--- src/sv/bpd_pkg.sv ---
// Shared constants, widths and helpers for the Bezier point distance core.
// No dependencies.
`default_nettype none

package bpd_pkg;

  localparam int unsigned SEGMENTS = 4;
  localparam int unsigned NSEG     = SEGMENTS + 1;
  localparam int unsigned NPTS     = SEGMENTS + 2;
  localparam int unsigned QBITS    = 16;
  localparam int unsigned LANE_LAT = QBITS + 7;
  localparam int unsigned GRP      = 4;
  localparam int unsigned NGRP     = (NSEG + GRP - 1) / GRP;
  localparam longint unsigned N3   = longint'(NSEG) * NSEG * NSEG;

  localparam int unsigned AW = 3;
  localparam int unsigned DW = 64;
  localparam logic [AW-1:0] ADDR_HIT_THRESHOLD = 3'd0;

  localparam logic [32:0] DIST_MAX  = 33'd8589672450;
  localparam logic [32:0] THR_RESET = 33'd3840;

  // Bernstein weight j of sample i in Q1.16, rounded half up
  function automatic logic [16:0] bpd_weight(input int unsigned i, input int unsigned j);
    longint unsigned a;
    longint unsigned num;
    int unsigned     k;
    a   = longint'(NSEG - i);
    num = 64'd65536;
    if (j == 1 || j == 2) num = num * 3;
    for (k = 0; k < 3; k++) begin
      num = (k < 3 - j) ? num * a : num * i;
    end
    return 17'((2 * num + N3) / (2 * N3));
  endfunction

endpackage

`default_nettype wire

--- src/sv/bpd_min.sv ---
// Two-stage minimum over segment distances and threshold compare.
// Depends on bpd_pkg.
`default_nettype none

module bpd_min import bpd_pkg::*; (
  input  wire logic        clk_i,
  input  wire logic        rst_ni,
  input  wire logic        adv_i,
  input  wire logic        valid_i,
  input  wire logic [32:0] dist_i [NSEG],
  input  wire logic [32:0] thr_i,
  output logic             valid_o,
  output logic [32:0]      dist_o,
  output logic             hit_o
);

  logic        v1_q, v2_q;
  logic [32:0] gmin_d [NGRP];
  logic [32:0] gmin_q [NGRP];
  logic [32:0] best_d, best_q;
  logic        hit_q;

  // slots past the last segment repeat the last segment
  always_comb begin
    for (int g = 0; g < NGRP; g++) begin
      gmin_d[g] = DIST_MAX;
      for (int j = 0; j < GRP; j++) begin
        if (dist_i[(g * GRP + j < NSEG) ? g * GRP + j : NSEG - 1] < gmin_d[g]) begin
          gmin_d[g] = dist_i[(g * GRP + j < NSEG) ? g * GRP + j : NSEG - 1];
        end
      end
    end
    best_d = DIST_MAX;
    for (int g = 0; g < NGRP; g++) begin
      if (gmin_q[g] < best_d) best_d = gmin_q[g];
    end
  end

  always_ff @(posedge clk_i or negedge rst_ni) begin
    if (!rst_ni) begin
      v1_q <= 1'b0;
      v2_q <= 1'b0;
    end else if (adv_i) begin
      v1_q <= valid_i;
      v2_q <= v1_q;
    end
  end

  always_ff @(posedge clk_i) begin
    if (adv_i) begin
      gmin_q <= gmin_d;
      best_q <= best_d;
      hit_q  <= best_d <= thr_i;
    end
  end

  assign valid_o = v2_q;
  assign dist_o  = best_q;
  assign hit_o   = hit_q;

endmodule

`default_nettype wire

--- config.mk ---
export PLATFORM = sky130hd
export DESIGN_NAME = bpd_min
export DESIGN_NICKNAME = d
export VERILOG_FILES = /design/src/sv/bpd_pkg.sv /design/src/sv/bpd_min.sv
export SDC_FILE = /design/constraint.sdc
export NUM_CORES = 1
export LEC_CHECK = 0
export ABC_AREA = 1
export BUFFER_PORTS_ARGS = -buffer_cell sky130_fd_sc_hd__buf_2
export CORE_MARGIN = 3
export CORE_UTILIZATION = 40
export CTS_BUF_LIST = sky130_fd_sc_hd__clkbuf_4 sky130_fd_sc_hd__clkbuf_8
export CTS_CLUSTER_DIAMETER = 150
export DETAILED_ROUTE_END_ITERATION = 10
export PLACE_DENSITY = 0.7
export SLEW_MARGIN = 20
export SYNTH_ARGS = -nofsm -noshare
export SYNTH_HDL_FRONTEND = slang
export SYNTH_SLANG_ARGS = --single-unit
--- constraint.sdc ---
create_clock -name clk_i -period 8.07 [get_ports clk_i]
set_input_delay 1.2105 -clock clk_i [delete_from_list [all_inputs] [get_ports clk_i]]
set_output_delay 1.2105 -clock clk_i [all_outputs]
set_load 0.005 [all_outputs]
==> metrics.md, run 1 <==
| Metric | Value |
|---|---|
| Outcome | finished clean |
| Cell variety after synth | 40 |
| Skew-Pair Late Insertion Delay | 0.37 ns |
| Clock network fraction of design power | roughly 15% |
| RSZ-0062 raised after global routing | no |
| CP max stage delay | 0.36 ns |
| Worst setup SP type | primary input |
| MaxCap Viol Count | 0 |
| Sw frac | a little over two fifths |
| Starting density of the core | about two fifths |
| Routed vias | 10000 |
| Crit path DAT | 7.44 ns |
| Clock tree buffer depth | 2 |
| P_sw | 0.000890 W |
| Pwr/cell area | 172 nW/µm² |
| Global-route wire length before repair | around 47000 µm |
| Total core area | around 26000 µm² |
| Leading post-synthesis cells by cell area | edfxtp_1 28%, ha_1 26%, nand2_1 13% |
| Layout cells sized above 1 | 17.8% |
| Slew HR | between 40% and 50% |
| Final Slew Violations | 0 |
| Ys async rst share | 1.96% |
| Adder-Cell Fraction of Synth Area | approximately a quarter |
| Clk sink count | 102 |
| Worst path bufs/invs | 8 |
| Max frequency | 0.137 GHz |
| R2R cell count | 30 |
| Xor/xnor share of the synthesized area | 0% |
| Die width | 170 µm |
| Final cycle utilization of the critical path | 90.5% |
| CP required | 8.21 ns |
| Crit-path max FO | 31 |
| Total power | 0.00214 W |
| # nets final | between 2000 and 2500 |
| Grt ovf | 0 |
| Setup-failing EPs final | 0 |
| Leading cell type in the layout, fill and taps excluded | nand2_1 |
| Detailed router's first-iteration violation count | 564 |
| Min-Delay Path Class | reg2reg |
| DP Worst Slack | around 0.16 ns |
| Final hold viol count | 0 |
| Sink of the worst hold path | valid_o |
| Mux contribution to synthesized area | 0% |
| Syn nets | 1829 |
| Routed Antenna Nets | 0 |
| FP Rows | 59 |
| Kind of critical path | in2reg |
| Final non-filler cell total | a little under 2000 |
| Crit. End Element | flop |
| DIE AREA | around 29000 µm² |
| Synthesis-to-finish area growth | 15.6% |
| Compound-Gate Fraction of Synth Area | between 10 and 15% |
| Max H-tree Level | 3 |
| Placement Cell Area | 12200 µm² |
| Largest net degree at the start of global routing | 67 |
| Lkg Pwr | 6.56 nW |
| Final Routed Wirelength | 29400 µm |
| VDD IR-drop max | 0.0991 mV |
| Number of post-CTS setup repair buffers | 0 |
| Sequential-to-total area share from yosys stat | 28.4% |
| Critical Path Most Common Cell | nand2_1 |
| Placed cells | 1936 |
| Worst path slowest cell | ha_1 |
| Port buffer count | 236 |
| Reg power frac | a little over a third |
| Hold path cells | 2 |
| Syn Inst Count | 1404 |
| Largest area contributor in the synthesized netlist | edfxtp_1 |
| Worst reg2reg path endpoint | hit_o |
| RePlAce Congestion | ~0.91 |
| Comb pwr share | 49.3% |
| Num CTS Buffers | 9 |
| Routed len/inst | 15.0 µm |
| Final Critical Period | 7.31 ns |
| Clk slew on worst S/H paths | 0.10 ns |
| Synth Warn # | 0 |
| Post-Synthesis Cell Area | 10700 µm² |
| Finished Cell Area | ~12000 µm² |
| Vias in the first global route | 9648 |
| Die height | 170 µm |
| Reg2Reg Launch Point | gmin_q[36] |
| Post-synth top flop | edfxtp_1 |
| # DRC | 0 |
| CTS tree | built |
| Post-synthesis simple-gate area fraction | 23.1% |
| Clock skew | 0.0101 ns |
| # IOs | 237 |
| Post-synth EDFFs | 100 |
| Syn_area_per_cell | 7.65 µm² |
| Final HPWL DP | approximately 26000 µm |
| Root Driver | clkbuf_8 |
| Reg2reg setup slack | 2.36 ns |
| Largest family of logic cells by synthesized area | adder cells |
| Internal power | between 0.001 and 0.0015 W |
| Setup TNS | 0 ns |
| Delay-heaviest family, CP | simple AND/OR/NAND/NOR gates |
| DR pass1 iterations | 5 |
| Fill count | between 2000 and 3000 |
| Worst setup slack after layout | 0.764 ns |
| Total GRT Usage | 19.9% |
| Avg Vias per Cell | a little over 5 |
| Hold Path Origin | v1_q |
| Most frequent cells in the layout | 365 x nand2_1, 235 x buf_2, 223 x ha_1 |
| Worst Tran Pin Value | 0.796 ns |
| FF+latch count, synth | ~100 |
| Top-area cell type share of the netlist area | between 20 and 30% |
| Initial antenna violation count | 8 |
## sequential cells by signal, indices dropped and copies added (netlist names)
name     cells
hit_o        1
gmin_q      66
dist_o      33
valid_o      1
v1_q         1
## final cells by class
cell class / count / area [µm²] / area share [%]
antenna: 1 / 2.50 / 0.0202
clock buffer: 9 / 124 / 0.997
clock inverter: 7 / 63.8 / 0.514
inverter: 186 / 699 / 5.63
multi-input combinational: 1067 / 6790 / 54.7
sequential: 102 / 3050 / 24.6
tap: 335 / 419 / 3.38
timing repair buffer: 246 / 1260 / 10.2
## power by group through the flow
stage               Sequential (W)  Clock, W  Combinational [W]
finish                    0.000771  0.000314            0.00105
global route              0.000779  0.000349            0.00123
CTS                       0.000770  0.000326            0.00105
detailed placement        0.000783         0            0.00105
global placement          0.000781         0            0.00101
floorplan                 0.000765         0           0.000722
## synth_stat cells (all sizes together) (7+ instances only)
master  number
nand2      373
ha         223
inv        186
a21oi      121
edfxtp     100
nor2        93
nand3       57
o21ai       57
clkbuf      38
o21a        27
nand4       25
a211oi      21
nor3        20
nor4        13
buf         11
o221ai       7
## per-stage QoR
step | hold slack [ns] | util (%)
final | 0.523 | 47.4
after CTS | 0.524 | 47.3
after global routing | 0.570 | 47.4
after floorplan | 0.478 | -
after global placement | 0.492 | 46.6
after detailed placement | 0.508 | 46.6
## worst min-delay path, delay by kind of cell, from the launching register on
kind	cells	cell delay, ns
compound gates	1	0.06
flops	1	0.38
buf+inv	1	0.06
## how the worst max path moves through the flow
stage	slack, ns	cells after the start	to	startpoint
4_1_cts	0.54	45	gmin_q[63]	dist_i[147]
3_5_place_dp	0.16	45	gmin_q[63]	dist_i[147]
6_report	0.76	41	gmin_q[59]	dist_i[147]
3_3_place_gp	0.27	45	gmin_q[63]	dist_i[147]
2_1_floorplan	1.03	37	gmin_q[35]	dist_i[149]
5_1_grt	0.11	44	gmin_q[56]	dist_i[147]
## what timing repair did
| item | in CTS | in global routing |
|---|---|---|
| hold buffers | 0 | 0 |
| gates resized for setup | 0 | 5 |
| endpoints found under the setup margin | 0 | 33 |
## routing by layer
metal	track usage, %	up-vias	wire length, µm
met5	0	-	91
met4	5.01	16	572
met3	4.67	49	2120
met2	34.6	289	13700
met1	25.1	4460	12900
li1	-	5229	-
## cell families after synthesis
| logic type | Yosys count |
|---|---|
| AOI/OAI and AO/OA | 254 |
| buffers and inverters | 235 |
| adders and majority gates | 223 |
| DFF | 102 |
| and+or+nand+nor | 590 |
Note: power is estimated with default switching activity, not from simulation.
==> run 2, diff against run 1 <==
==> constraint.sdc (replaced) <==
create_clock -name clk_i -period 8.07 [get_ports clk_i]
set_input_delay 0.4035 -clock clk_i [delete_from_list [all_inputs] [get_ports clk_i]]
set_output_delay 0.4035 -clock clk_i [all_outputs]
set_load 0.005 [all_outputs]
==> run 2 against run 1 <==
Compared with the run above:
- combinational power about the same
- maximum frequency up 1.8%
- setup slack better by 0.13 ns
- critical path type unchanged
- critical endpoint is now gmin_q[40]
- highest routed layer unchanged
==> metrics.md, run 2 (synthesis results as in run 1) <==
| Metric | Value |
|---|---|
| Slew HR | 49.1% (+2.1 points) |
| Most frequent cells in the layout | 365 x nand2_1, 235 x buf_2, 223 x ha_1 |
| VDD IR-drop max | 0.0773 mV (-22%) |
| CTS tree | built |
| Max frequency | 0.139 GHz (+1.8%) |
| Starting density of the core | 41.0% (unchanged) |
| Critical Path Most Common Cell | nand2_1 |
| Sink of the worst hold path | v1_q |
| Reg2Reg Launch Point | gmin_q[36] |
| Routed vias | 10200 (+1.9%) |
| Pwr/cell area | 175 nW/µm² (+1.4%) |
| Root Driver | clkbuf_8 |
| DP Worst Slack | 0.124 ns (-0.0319 ns) |
| Initial antenna violation count | 8 (unchanged) |
| Global-route wire length before repair | 47900 µm (+2.7%) |
| DR WL met3 | 2110 µm (-0.33%) |
| WL met1 | 13300 µm (+3.1%) |
| Setup-failing EPs final | 0 (unchanged) |
| Worst path slowest cell | o21ai_0 |
| Met2 wire len | 14100 µm (+3.2%) |
| Total GRT Usage | 20.5% (+0.57 points) |
| Num CTS Buffers | 9 (unchanged) |
| Port buffer count | 236 (unchanged) |
| Reg2reg setup slack | 2.43 ns (+0.07 ns) |
| Layout cells sized above 1 | 17.6% (-0.25 points) |
| Crit-path max FO | 54 (+74%) |
| Detailed router's first-iteration violation count | 573 (+1.6%) |
| Setup TNS | 0 ns (unchanged) |
| Max reg flops | 66 (unchanged) |
| WHS | 0.228 ns (-0.295 ns) |
| P_sw | 0.000896 W (+0.62%) |
| RSZ-0062 raised after global routing | no |
| Reg power frac | 35.4% (-0.6 points) |
| Routed len/inst | 15.5 µm (+3.0%) |
| CP required | 8.32 ns (+0.11 ns) |
| Hold path cells | 3 (+1) |
| Final hold viol count | 0 (unchanged) |
| Most flops, register | gmin_q |
| Min-Delay Path Class | in2reg |
| Crit. End Element | flop |
| Die height | 170 µm (unchanged) |
| Skew-Pair Late Insertion Delay | 0.38 ns (about the same) |
| Clock tree buffer depth | 2 (unchanged) |
| # nets final | 2032 (-0.25%) |
| DIE AREA | 28800 µm² (unchanged) |
| Top Metal Used | met5 |
| Placed cells | 1930 (-0.31%) |
| MaxCap Viol Count | 0 (unchanged) |
| Kind of critical path | in2reg |
| Comb pwr share | 48.7% (-0.6 points) |
| Routed Antenna Nets | 0 (unchanged) |
| Hold Path Origin | valid_i |
| Internal power | 0.00127 W (+1.9%) |
| Crit path DAT | 7.42 ns (-0.02 ns) |
| Clock network fraction of design power | 15.9% (+1.2 points) |
| R2R cell count | 29 (-3.3%) |
| Final Critical Period | 7.18 ns (-0.130 ns) |
| Avg Vias per Cell | 5.25 (+2.1%) |
| # DRC | 0 (unchanged) |
| Synthesis-to-finish area growth | 15.6% (about the same) |
| Worst setup slack after layout | 0.894 ns (+0.130 ns) |
| Final non-filler cell total | 1950 (-0.15%) |
| Total power | 0.00217 W (+1.4%) |
| Die width | 170 µm (unchanged) |
| Final Routed Wirelength | 30200 µm (+2.9%) |
| Sw frac | 41.3% (-0.31 points) |
| Max H-tree Level | 3 (unchanged) |
| Worst reg2reg path endpoint | hit_o |
| Clk sink count | 102 (unchanged) |
| Leading cell type in the layout, fill and taps excluded | nand2_1 |
| Final cycle utilization of the critical path | 88.9% (-1.6 points) |
| Total core area | 26200 µm² (unchanged) |
| FP Rows | 59 (unchanged) |
| Vias in the first global route | 9807 (+1.6%) |
| CP max stage delay | 0.49 ns (+0.13 ns) |
| Worst Tran Pin Value | 0.764 ns (-0.0317 ns) |
| Final Slew Violations | 0 (unchanged) |
| DR pass1 iterations | 5 (unchanged) |
| Largest net degree at the start of global routing | 67 (unchanged) |
| Clock skew | 0.0137 ns (+0.00363 ns) |
| # IOs | 237 (unchanged) |
| Final HPWL DP | 26100 µm (+2.3%) |
| Outcome | finished clean |
| Worst setup SP type | primary input |
| Clk slew on worst S/H paths | 0.09 ns (about the same) |
| Grt ovf | 0 (unchanged) |
| Lkg Pwr | 6.54 nW (-0.33%) |
| RePlAce Congestion | 0.920 (+1.0%) |
==> run 2: worst max-delay path by stage <==
stage	from	end	slack, ns
detailed placement	dist_i[147]	gmin_q[44]	0.12
CTS	dist_i[147]	gmin_q[44]	0.52
floorplan	dist_i[149]	gmin_q[35]	1.84
global route	dist_i[149]	gmin_q[37]	0.1
global placement	dist_i[147]	gmin_q[63]	0.35
finish	dist_i[147]	gmin_q[40]	0.89
==> run 2: power by group through the flow <==
stage | Clock, W | Sequential, W | Combinational (W)
after CTS | 0.000357 | 0.000769 | 0.00106
after global routing | 0.000375 | 0.000778 | 0.00122
after floorplan | 0 | 0.000765 | 0.000722
final | 0.000344 | 0.000769 | 0.00106
after global placement | 0 | 0.000779 | 0.00101
after detailed placement | 0 | 0.000781 | 0.00105
==> run 2: per-layer routing <==
layer	GRT usage (%)	up-vias
met5	0	-
met4	5.76	10
met3	4.18	50
met2	35.4	325
met1	26.1	4624
li1	-	5228
==> run 2: cell type report <==
cell class                 instances  area [µm²]
antenna                            3        7.51
clock buffer                       9         124
clock inverter                     7        88.8
fill                            2577       13800
inverter                         186         698
multi-input combinational       1067        6800
sequential                       102        3050
tap                              335         419
timing repair buffer             241        1220
==> run 2: critical path, delay by kind of cell <==
kind	cells	cell delay (ns)
AO/OA/AOI/OAI	2	0.70
adder cells (fa/ha/maj)	3	0.81
buffers and inverters	5	0.64
AND/OR/NAND/NOR	28	4.84
==> run 2: timing repair <==
item,in CTS,in global routing
gates resized for setup,0,3
hold buffers,1,0
setup buffers,0,0
hold endpoints to repair,2,0
setup endpoints to repair,0,33
==> run 2: metrics by stage <==
step           instance area (µm²)  utilization (%)
2_1_floorplan                10700                -
3_3_place_gp                 12200             46.4
3_5_place_dp                 12200             46.4
4_1_cts                      12400             47.3
5_1_grt                      12400             47.4
6_report                     12400             47.4
